### config.mk
export PLATFORM = sky130hd
export DESIGN_NAME = drive_command_byte_decoder_flat
export DESIGN_NICKNAME = d
export VERILOG_FILES = /design/src/design/dcbd_pkg.sv /design/src/design/dcbd_if.sv /design/src/design/drive_command_byte_decoder.sv /design/src/design/dcbd_turn.sv /design/src/design/dcbd_mix.sv /design/src/flat_wrapper.sv
export SDC_FILE = /design/constraint.sdc
export NUM_CORES = 1
export LEC_CHECK = 0
export BUFFER_PORTS_ARGS = -buffer_cell sky130_fd_sc_hd__buf_4
export CORE_MARGIN = 10
export CORE_UTILIZATION = 40
export DETAILED_ROUTE_END_ITERATION = 7
export PLACE_DENSITY = 0.56
export SLEW_MARGIN = 25
export SYNTH_ARGS = -nofsm -noshare
export SYNTH_HDL_FRONTEND = slang
export SYNTH_HIERARCHICAL = 1
export SYNTH_SLANG_ARGS = --single-unit
### constraint.sdc
create_clock -name clk_i -period 12.75 [get_ports clk_i]
set_input_delay 1.9125 -clock clk_i [delete_from_list [all_inputs] [get_ports clk_i]]
set_output_delay 1.9125 -clock clk_i [all_outputs]
set_load 0.005 [all_outputs]
### src/design/dcbd_pkg.sv
// shared types and constants for the drive command byte decoder
`timescale 1ns / 1ps

package dcbd_pkg;

  // direction bit of a sign-magnitude wheel byte
  localparam logic [7:0] DirBit = 8'h80;
  // turn magnitude scale
  localparam logic [3:0] TurnScale = 4'd15;
  // nibble offsets
  localparam logic signed [4:0] XBias = 5'sd8;
  localparam logic signed [3:0] YBias = 4'sd4;
  // base of the translation scale factor
  localparam logic [3:0] FactorBase = 4'd9;

  // high nibble codes of a turn byte
  localparam logic [2:0] HiFireOne   = 3'd1;
  localparam logic [2:0] HiFireTwo   = 3'd2;
  localparam logic [2:0] HiFireThree = 3'd3;

  // second fire code values
  localparam logic [1:0] FireNone  = 2'd0;
  localparam logic [1:0] FireTwo   = 2'd1;
  localparam logic [1:0] FireThree = 2'd2;

  typedef struct packed {
    logic [7:0] turn_left;
    logic [7:0] turn_right;
    logic       fire_first;
    logic [1:0] fire_second;
  } turn_state_t;

  typedef struct packed {
    logic [7:0] front_left;
    logic [7:0] back_left;
    logic [7:0] front_right;
    logic [7:0] back_right;
    logic       fire_first;
    logic [1:0] fire_second;
  } drive_res_t;

endpackage

### src/design/dcbd_if.sv
// handshake channels for command bytes and wheel drive results
`timescale 1ns / 1ps

interface dcbd_cmd_if;
  logic       valid;
  logic       ready;
  logic [7:0] command_byte;

  modport source (output valid, output command_byte, input ready);
  modport sink (input valid, input command_byte, output ready);
endinterface

interface dcbd_drive_if;
  logic       valid;
  logic       ready;
  logic [7:0] front_left;
  logic [7:0] back_left;
  logic [7:0] front_right;
  logic [7:0] back_right;
  logic       fire_first;
  logic [1:0] fire_second;

  modport source (
    output valid, output front_left, output back_left, output front_right,
    output back_right, output fire_first, output fire_second, input ready
  );
  modport sink (
    input valid, input front_left, input back_left, input front_right,
    input back_right, input fire_first, input fire_second, output ready
  );
endinterface

### src/design/drive_command_byte_decoder.sv
// top level of the drive command byte decoder
`timescale 1ns / 1ps

// Takes one command byte per item and accepts a new item every clock cycle
// unless a translation byte waits on a stalled output. An accepted byte is
// held in an input register; a turn byte (bit 7 clear) then updates the
// latched turn bytes and fire codes and gives no result, a translation byte
// (bit 7 set) is mixed into four wheel bytes that are loaded into the
// result register, which follows the input register, once it is free.
// Throughput is set by the single result register: it is reloaded in the
// cycle it is taken, and input stalls only while a translation byte waits
// in the input register behind a stalled output.
module drive_command_byte_decoder (
  input  logic               clk_i,
  input  logic               rst_ni,
  dcbd_cmd_if.sink           cmd_i,
  dcbd_drive_if.source       res_o
);

  logic       s1_valid_q, s1_valid_d;
  logic [7:0] s1_byte_q;
  logic       out_valid_q, out_valid_d;
  dcbd_pkg::drive_res_t out_q;

  logic                  s1_adv;
  logic                  out_free;
  logic                  in_take;
  logic                  turn_upd;
  logic                  out_load;
  dcbd_pkg::turn_state_t turn_state;
  dcbd_pkg::drive_res_t  mix_res;

  always_comb begin
    out_free    = !out_valid_q || res_o.ready;
    // a turn item never waits on the output side
    s1_adv      = s1_valid_q && (!s1_byte_q[7] || out_free);
    cmd_i.ready = !s1_valid_q || s1_adv;
    in_take     = cmd_i.valid && cmd_i.ready;
    turn_upd    = s1_adv && !s1_byte_q[7];
    out_load    = s1_adv && s1_byte_q[7];
    s1_valid_d  = in_take || (s1_valid_q && !s1_adv);
    out_valid_d = out_load || (out_valid_q && !res_o.ready);
  end

  dcbd_turn u_turn (
    .clk_i   (clk_i),
    .rst_ni  (rst_ni),
    .upd_i   (turn_upd),
    .byte_i  (s1_byte_q),
    .state_o (turn_state)
  );

  dcbd_mix u_mix (
    .byte_i  (s1_byte_q),
    .state_i (turn_state),
    .res_o   (mix_res)
  );

  always_ff @(posedge clk_i or negedge rst_ni) begin
    if (!rst_ni) begin
      s1_valid_q  <= 1'b0;
      out_valid_q <= 1'b0;
    end else begin
      s1_valid_q  <= s1_valid_d;
      out_valid_q <= out_valid_d;
    end
  end

  always_ff @(posedge clk_i) begin
    if (in_take) begin
      s1_byte_q <= cmd_i.command_byte;
    end
    if (out_load) begin
      out_q <= mix_res;
    end
  end

  assign res_o.valid       = out_valid_q;
  assign res_o.front_left  = out_q.front_left;
  assign res_o.back_left   = out_q.back_left;
  assign res_o.front_right = out_q.front_right;
  assign res_o.back_right  = out_q.back_right;
  assign res_o.fire_first  = out_q.fire_first;
  assign res_o.fire_second = out_q.fire_second;

endmodule

### src/design/dcbd_turn.sv
// turn byte latches and one-shot fire code logic
`timescale 1ns / 1ps

module dcbd_turn (
  input  logic                 clk_i,
  input  logic                 rst_ni,
  input  logic                 upd_i,
  input  logic [7:0]           byte_i,
  output dcbd_pkg::turn_state_t state_o
);

  logic [7:0] left_q, left_d;
  logic [7:0] right_q, right_d;
  logic       fire1_q, fire1_d;
  logic [1:0] fire2_q, fire2_d;
  logic [2:0] held_q, held_d;

  logic [2:0]        hi;
  logic signed [4:0] lo;
  logic [3:0]        lo_mag;
  logic [7:0]        mag;

  always_comb begin
    hi     = byte_i[6:4];
    lo     = $signed({1'b0, byte_i[3:0]}) - dcbd_pkg::XBias;
    lo_mag = lo[4] ? 4'(-lo) : lo[3:0];
    mag    = 8'(lo_mag * dcbd_pkg::TurnScale);

    left_d  = left_q;
    right_d = right_q;
    fire1_d = fire1_q;
    fire2_d = fire2_q;
    held_d  = held_q;

    if (upd_i) begin
      if (lo[4]) begin
        left_d  = dcbd_pkg::DirBit | mag;
        right_d = mag;
      end else begin
        left_d  = mag;
        right_d = dcbd_pkg::DirBit | mag;
      end
      // a code fires only on the first of a run of equal high nibbles
      fire1_d = (hi == dcbd_pkg::HiFireOne) && !held_q[0];
      priority if ((hi == dcbd_pkg::HiFireTwo) && !held_q[1]) begin
        fire2_d = dcbd_pkg::FireTwo;
      end else if ((hi == dcbd_pkg::HiFireThree) && !held_q[2]) begin
        fire2_d = dcbd_pkg::FireThree;
      end else begin
        fire2_d = dcbd_pkg::FireNone;
      end
      held_d = {hi == dcbd_pkg::HiFireThree, hi == dcbd_pkg::HiFireTwo,
                hi == dcbd_pkg::HiFireOne};
    end
  end

  always_ff @(posedge clk_i or negedge rst_ni) begin
    if (!rst_ni) begin
      left_q  <= '0;
      right_q <= '0;
      fire1_q <= 1'b0;
      fire2_q <= dcbd_pkg::FireNone;
      held_q  <= '0;
    end else begin
      left_q  <= left_d;
      right_q <= right_d;
      fire1_q <= fire1_d;
      fire2_q <= fire2_d;
      held_q  <= held_d;
    end
  end

  assign state_o.turn_left   = left_q;
  assign state_o.turn_right  = right_q;
  assign state_o.fire_first  = fire1_q;
  assign state_o.fire_second = fire2_q;

endmodule

### src/design/dcbd_mix.sv
// translation mixing into four wheel bytes, with turn priority
`timescale 1ns / 1ps

module dcbd_mix (
  input  logic [7:0]            byte_i,
  input  dcbd_pkg::turn_state_t state_i,
  output dcbd_pkg::drive_res_t  res_o
);

  function automatic logic [7:0] drive_byte(input logic signed [10:0] v);
    logic [10:0] mag;
    mag = v[10] ? 11'(-v) : 11'(v);
    return {v[10], mag[5:0], 1'b0};
  endfunction

  logic [2:0]         hi;
  logic signed [3:0]  y;
  logic signed [4:0]  x;
  logic [3:0]         x_mag;
  logic [3:0]         x_div;
  logic [3:0]         fac;
  logic signed [5:0]  s_sum;
  logic signed [5:0]  s_dif;
  logic signed [10:0] a_v;
  logic signed [10:0] b_v;
  logic [7:0]         da;
  logic [7:0]         db;

  always_comb begin
    hi    = byte_i[6:4];
    y     = $signed({1'b0, hi}) - dcbd_pkg::YBias;
    x     = $signed({1'b0, byte_i[3:0]}) - dcbd_pkg::XBias;
    x_mag = x[4] ? 4'(-x) : x[3:0];
    // full-scale y (hi nibble zero) divides by one, else by two
    x_div = (hi == 3'd0) ? x_mag : (x_mag >> 1);
    fac   = dcbd_pkg::FactorBase - x_div;
    s_sum = 6'(y) + 6'(x);
    s_dif = 6'(y) - 6'(x);
    a_v   = 11'sd0 - (11'(s_sum) * $signed({7'd0, fac}));
    b_v   = 11'sd0 - (11'(s_dif) * $signed({7'd0, fac}));
    da    = drive_byte(a_v);
    db    = drive_byte(b_v);

    if (state_i.turn_left[6:0] == 7'd0) begin
      res_o.front_left  = da;
      res_o.back_right  = da;
      res_o.front_right = db;
      res_o.back_left   = db;
    end else begin
      res_o.front_left  = state_i.turn_left;
      res_o.back_left   = state_i.turn_left;
      res_o.front_right = state_i.turn_right;
      res_o.back_right  = state_i.turn_right;
    end
    res_o.fire_first  = state_i.fire_first;
    res_o.fire_second = state_i.fire_second;
  end

endmodule

### src/flat_wrapper.sv
// flat-port wrapper written by rule: the top's interface ports become plain ports
module drive_command_byte_decoder_flat 
  (clk_i, rst_ni, cmd_i_valid, cmd_i_command_byte, cmd_i_ready, res_o_valid, res_o_front_left, res_o_back_left, res_o_front_right, res_o_back_right, res_o_fire_first, res_o_fire_second, res_o_ready);
  dcbd_cmd_if cmd_i_i ();
  dcbd_drive_if res_o_i ();
  input  logic clk_i;
  input  logic rst_ni;
  input wire logic [$bits(cmd_i_i.valid)-1:0] cmd_i_valid;
  input wire logic [$bits(cmd_i_i.command_byte)-1:0] cmd_i_command_byte;
  output wire logic [$bits(cmd_i_i.ready)-1:0] cmd_i_ready;
  output wire logic [$bits(res_o_i.valid)-1:0] res_o_valid;
  output wire logic [$bits(res_o_i.front_left)-1:0] res_o_front_left;
  output wire logic [$bits(res_o_i.back_left)-1:0] res_o_back_left;
  output wire logic [$bits(res_o_i.front_right)-1:0] res_o_front_right;
  output wire logic [$bits(res_o_i.back_right)-1:0] res_o_back_right;
  output wire logic [$bits(res_o_i.fire_first)-1:0] res_o_fire_first;
  output wire logic [$bits(res_o_i.fire_second)-1:0] res_o_fire_second;
  input wire logic [$bits(res_o_i.ready)-1:0] res_o_ready;
  assign cmd_i_i.valid = cmd_i_valid;
  assign cmd_i_i.command_byte = cmd_i_command_byte;
  assign cmd_i_ready = cmd_i_i.ready;
  assign res_o_valid = res_o_i.valid;
  assign res_o_front_left = res_o_i.front_left;
  assign res_o_back_left = res_o_i.back_left;
  assign res_o_front_right = res_o_i.front_right;
  assign res_o_back_right = res_o_i.back_right;
  assign res_o_fire_first = res_o_i.fire_first;
  assign res_o_fire_second = res_o_i.fire_second;
  assign res_o_i.ready = res_o_ready;
  drive_command_byte_decoder u_core (.clk_i(clk_i), .rst_ni(rst_ni), .cmd_i(cmd_i_i), .res_o(res_o_i));
endmodule
==> metrics.csv <==
metric,value,unit
crit_type,flip-flop to flip-flop,
cts_setup_buffers,0,
cts_resized,0,
slew_violations,0,
die-area,18800,µm²
grt_pass1_wl,19.7,mm
synth_ff_type,edfxtp_1,
finalWirelength,11.4,mm
arrival,6490,ps
area_delta_synth_final,13.5,%
yosys_warnings,6,
synthTopCellsByArea,"edfxtp_1, ha_1, fa_1",
seqPwrFrac,20.8,%
grt_use_met1,16.5,%
syn_nets,669,
synth_seq_area_share,31.2,%
p_clk_share,17.6,%
die_w,137,µm
multi_input_area,3290,µm²
seqCellArea,1720,µm²
p_int,0.732,mW
p_leak,2.76,nW
yosys_register_bits,60,
yosysUniqueCellTypes,65,
cp-start-kind,flip-flop,
antenna_found_initial,0,
crit_required,12820,ps
detail-route-antenna-nets,0,
viasPerCell,5.10,
yosysTopAreaCell,edfxtp_1,
cp-end-kind,flip-flop,
gp_congestion,0.846,
setup_violations,0,
rows,42,
r2r_setup_slack,6330,ps
setup_tns,0,ps
synth_area_per_cell,9.97,µm²
hp-start,u_core/u_turn/fire2_q[0]$_DFFE_PN0P_,
clk_latency,330,ps
drive_above_1_share,15.3,%
tightest_slew,928,ps
finalCriticalPeriod,6420,ps
synthCells,552,
p_comb_share,61.6,%
first_pass_iters,6,
vias,3908,
swShare,45.5,%
cts.reportedPaths.clkPinSlew,50,ps
io_buffer_count,48,
drc,0,
grt_max_degree,36,
drt_iter0_drc,210,
grtUsageMet3,2.73,%
grt_use_met2,20.6,%
netlist_area,5500,µm²
antenna_cells,0,
place_ws,6290,ps
cts_buffer_depth,2,
start_util,41.2,%
crit_start,u_core/s1_byte_q[1]$_DFFE_PP_,
ios,49,
power.switching,0.611,mW
cts_htree_levels,3,
avgRoutedWirePerCell,14.8,µm
root_buffer,clkbuf_16,
grt.busiest_layer,met2,
relSlewSlack,38.1,%
cap_violations,0,
setup_slack,6330,ps
r2r_cells,21,
synth_edf_count,43,
r2r_end,u_core/res_o.front_left[2]$_DFFE_PP_,
hold_path_class,flip-flop to flip-flop,
overflow,0,
worstSetupEndpoint,u_core/res_o.front_left[2]$_DFFE_PP_,
dp_hpwl,9.38,mm
synth_top_area_share,23.5,%
cts_sinks,60,
cts_tree,built,
rsz0062_at_grt,no,
finalClockSkew,4.84,ps
nFillCells,1325,
finalPower,1.34,mW
ir_worst_vdd,0.0926,mV
dieHeight,137,µm
coreArea,13300,µm²
numCtsBuffers,9,
finalHoldViolations,0,
max_clock_freq,156,MHz
grt_usage,12.9,%
synthArstFlopShare,28.3,%
worstPathMaxFanout,12,
r2r-start,u_core/s1_byte_q[1]$_DFFE_PP_,
nets,702,
timing.final.crit_share,50.3,%
status,completed,
grt_pass1_vias,4045,
whs_path_depth,0,
p_per_area,215,nW/µm²
holdWs,442,ps
cts-hold-fix-buffers,0,
## layout by cell type (no fill, tap or decap), types with 2 or more instances in the layout
cell       count
nand3_1        6
nand2_1       35
clkinv_4       2
nor4_1         5
xnor2_1       11
and2_1         6
a21o_1         7
a21oi_2        2
xor2_1         7
mux2i_1        4
fa_1          29
or3_1          8
o211ai_1      10
clkbuf_16      9
buf_4         49
ha_1          76
a21oi_1       16
nor2_1        39
a311o_1        2
dfrtp_1       17
a211oi_1       3
o21ai_0       14
nor3_1         8
o31ai_1        8
o21a_1         6
inv_1         84
a311oi_1       2
mux2_2         7
nand4_1        6
or2_2          3
edfxtp_1      43
or4_1          5
nor2b_1        7
nand2b_1       9
o311ai_0       2
inv_6          2
a31oi_1        8
## cells by family (layout without fill, tap and decap cells)
kind of cell	after synthesis	after routing	share of synthesized area [%]
mux	12	12	2.43
flops	60	60	31.2
xor+xnor	18	18	2.87
buf+inv	113	151	9.12
fa+ha+maj	105	105	27.8
simple gates	152	152	14.7
compound gates	92	92	11.8
## registers in the layout, indices dropped and copies added (netlist names), 2 cells and up
| name | count |
|---|---|
| u_core/res_o.fire_second | 2 |
| u_core/u_turn/left_q | 8 |
| u_core/res_o.front_left | 8 |
| u_core/res_o.back_left | 8 |
| u_core/res_o.back_right | 8 |
| u_core/u_turn/held_q | 3 |
| u_core/s1_byte_q | 8 |
| u_core/res_o.front_right | 8 |
| u_core/u_turn/fire2_q | 2 |
## worst min-delay path by stage
stage	to	slack, ps
floorplan	u_core/u_turn/fire2_q[1]$_DFFE_PN0P_	480
global placement	u_core/res_o.fire_second[0]$_DFFE_PP_	430
detailed placement	u_core/res_o.fire_second[0]$_DFFE_PP_	430
CTS	u_core/res_o.fire_second[0]$_DFFE_PP_	450
global route	u_core/res_o.fire_second[0]$_DFFE_PP_	450
finish	u_core/res_o.fire_second[0]$_DFFE_PP_	440
## routing by layer
| layer | vias up | wire [µm] |
|---|---|---|
| met5 | - | 0 |
| met4 | 0 | 337 |
| met3 | 19 | 658 |
| met2 | 81 | 5310 |
| met1 | 1842 | 5060 |
| li1 | 1966 | - |
## power by group through the flow
stage                     combinational (mW)  clock [mW]  sequential, mW
after floorplan                        0.645           0           0.272
after global placement                 0.804           0           0.282
after detailed placement               0.818           0           0.283
after CTS                              0.826       0.243           0.280
after global routing                   0.950       0.255           0.283
final                                  0.828       0.236           0.279
## stage by stage
step | instances | instance area (µm²) | util [%]
final | 766 | 6240 | 46.8
after global routing | 766 | 6240 | 46.8
after CTS | 765 | 6220 | 46.6
after detailed placement | 749 | 5920 | 44.3
after global placement | 749 | 5920 | 44.3
after floorplan | 552 | 5500 | -
## worst max-delay path, cell delays in order (launching register included)
cell	delay [ps]
edfxtp_1	500
inv_1	150
ha_1	300
mux2i_1	100
a21oi_1	500
inv_2	200
ha_1	450
inv_1	160
or2_2	340
fa_1	530
inv_1	40
ha_1	260
inv_1	50
fa_1	470
ha_1	310
ha_1	310
nor2_1	50
a2111oi_2	380
nor4_1	110
buf_4	180
or2_0	330
a311o_1	410
## synth_stat cells, types with 7 or more instances
master and count:
a21o_1 7, a21oi_1 17, a31oi_1 8, buf_4 17, dfrtp_1 17, edfxtp_1 43, fa_1 29, ha_1 76
inv_1 84, mux2_2 7, nand2_1 35, nand2b_1 9, nor2_1 39, nor2b_1 7, nor3_1 8, o211ai_1 10
o21ai_0 14, o31ai_1 8, or3_1 8, xnor2_1 11, xor2_1 7
## cell type report
type,instances,share of cell area (%)
multi-input cells,379,52.8
flip-flops and latches,60,27.5
repair buffers,50,6.33
inverters,85,5.11
clock buffers,9,3.61
well taps,176,3.53
clock inverters,7,1.18
Power figures use the tool's default switching activity.
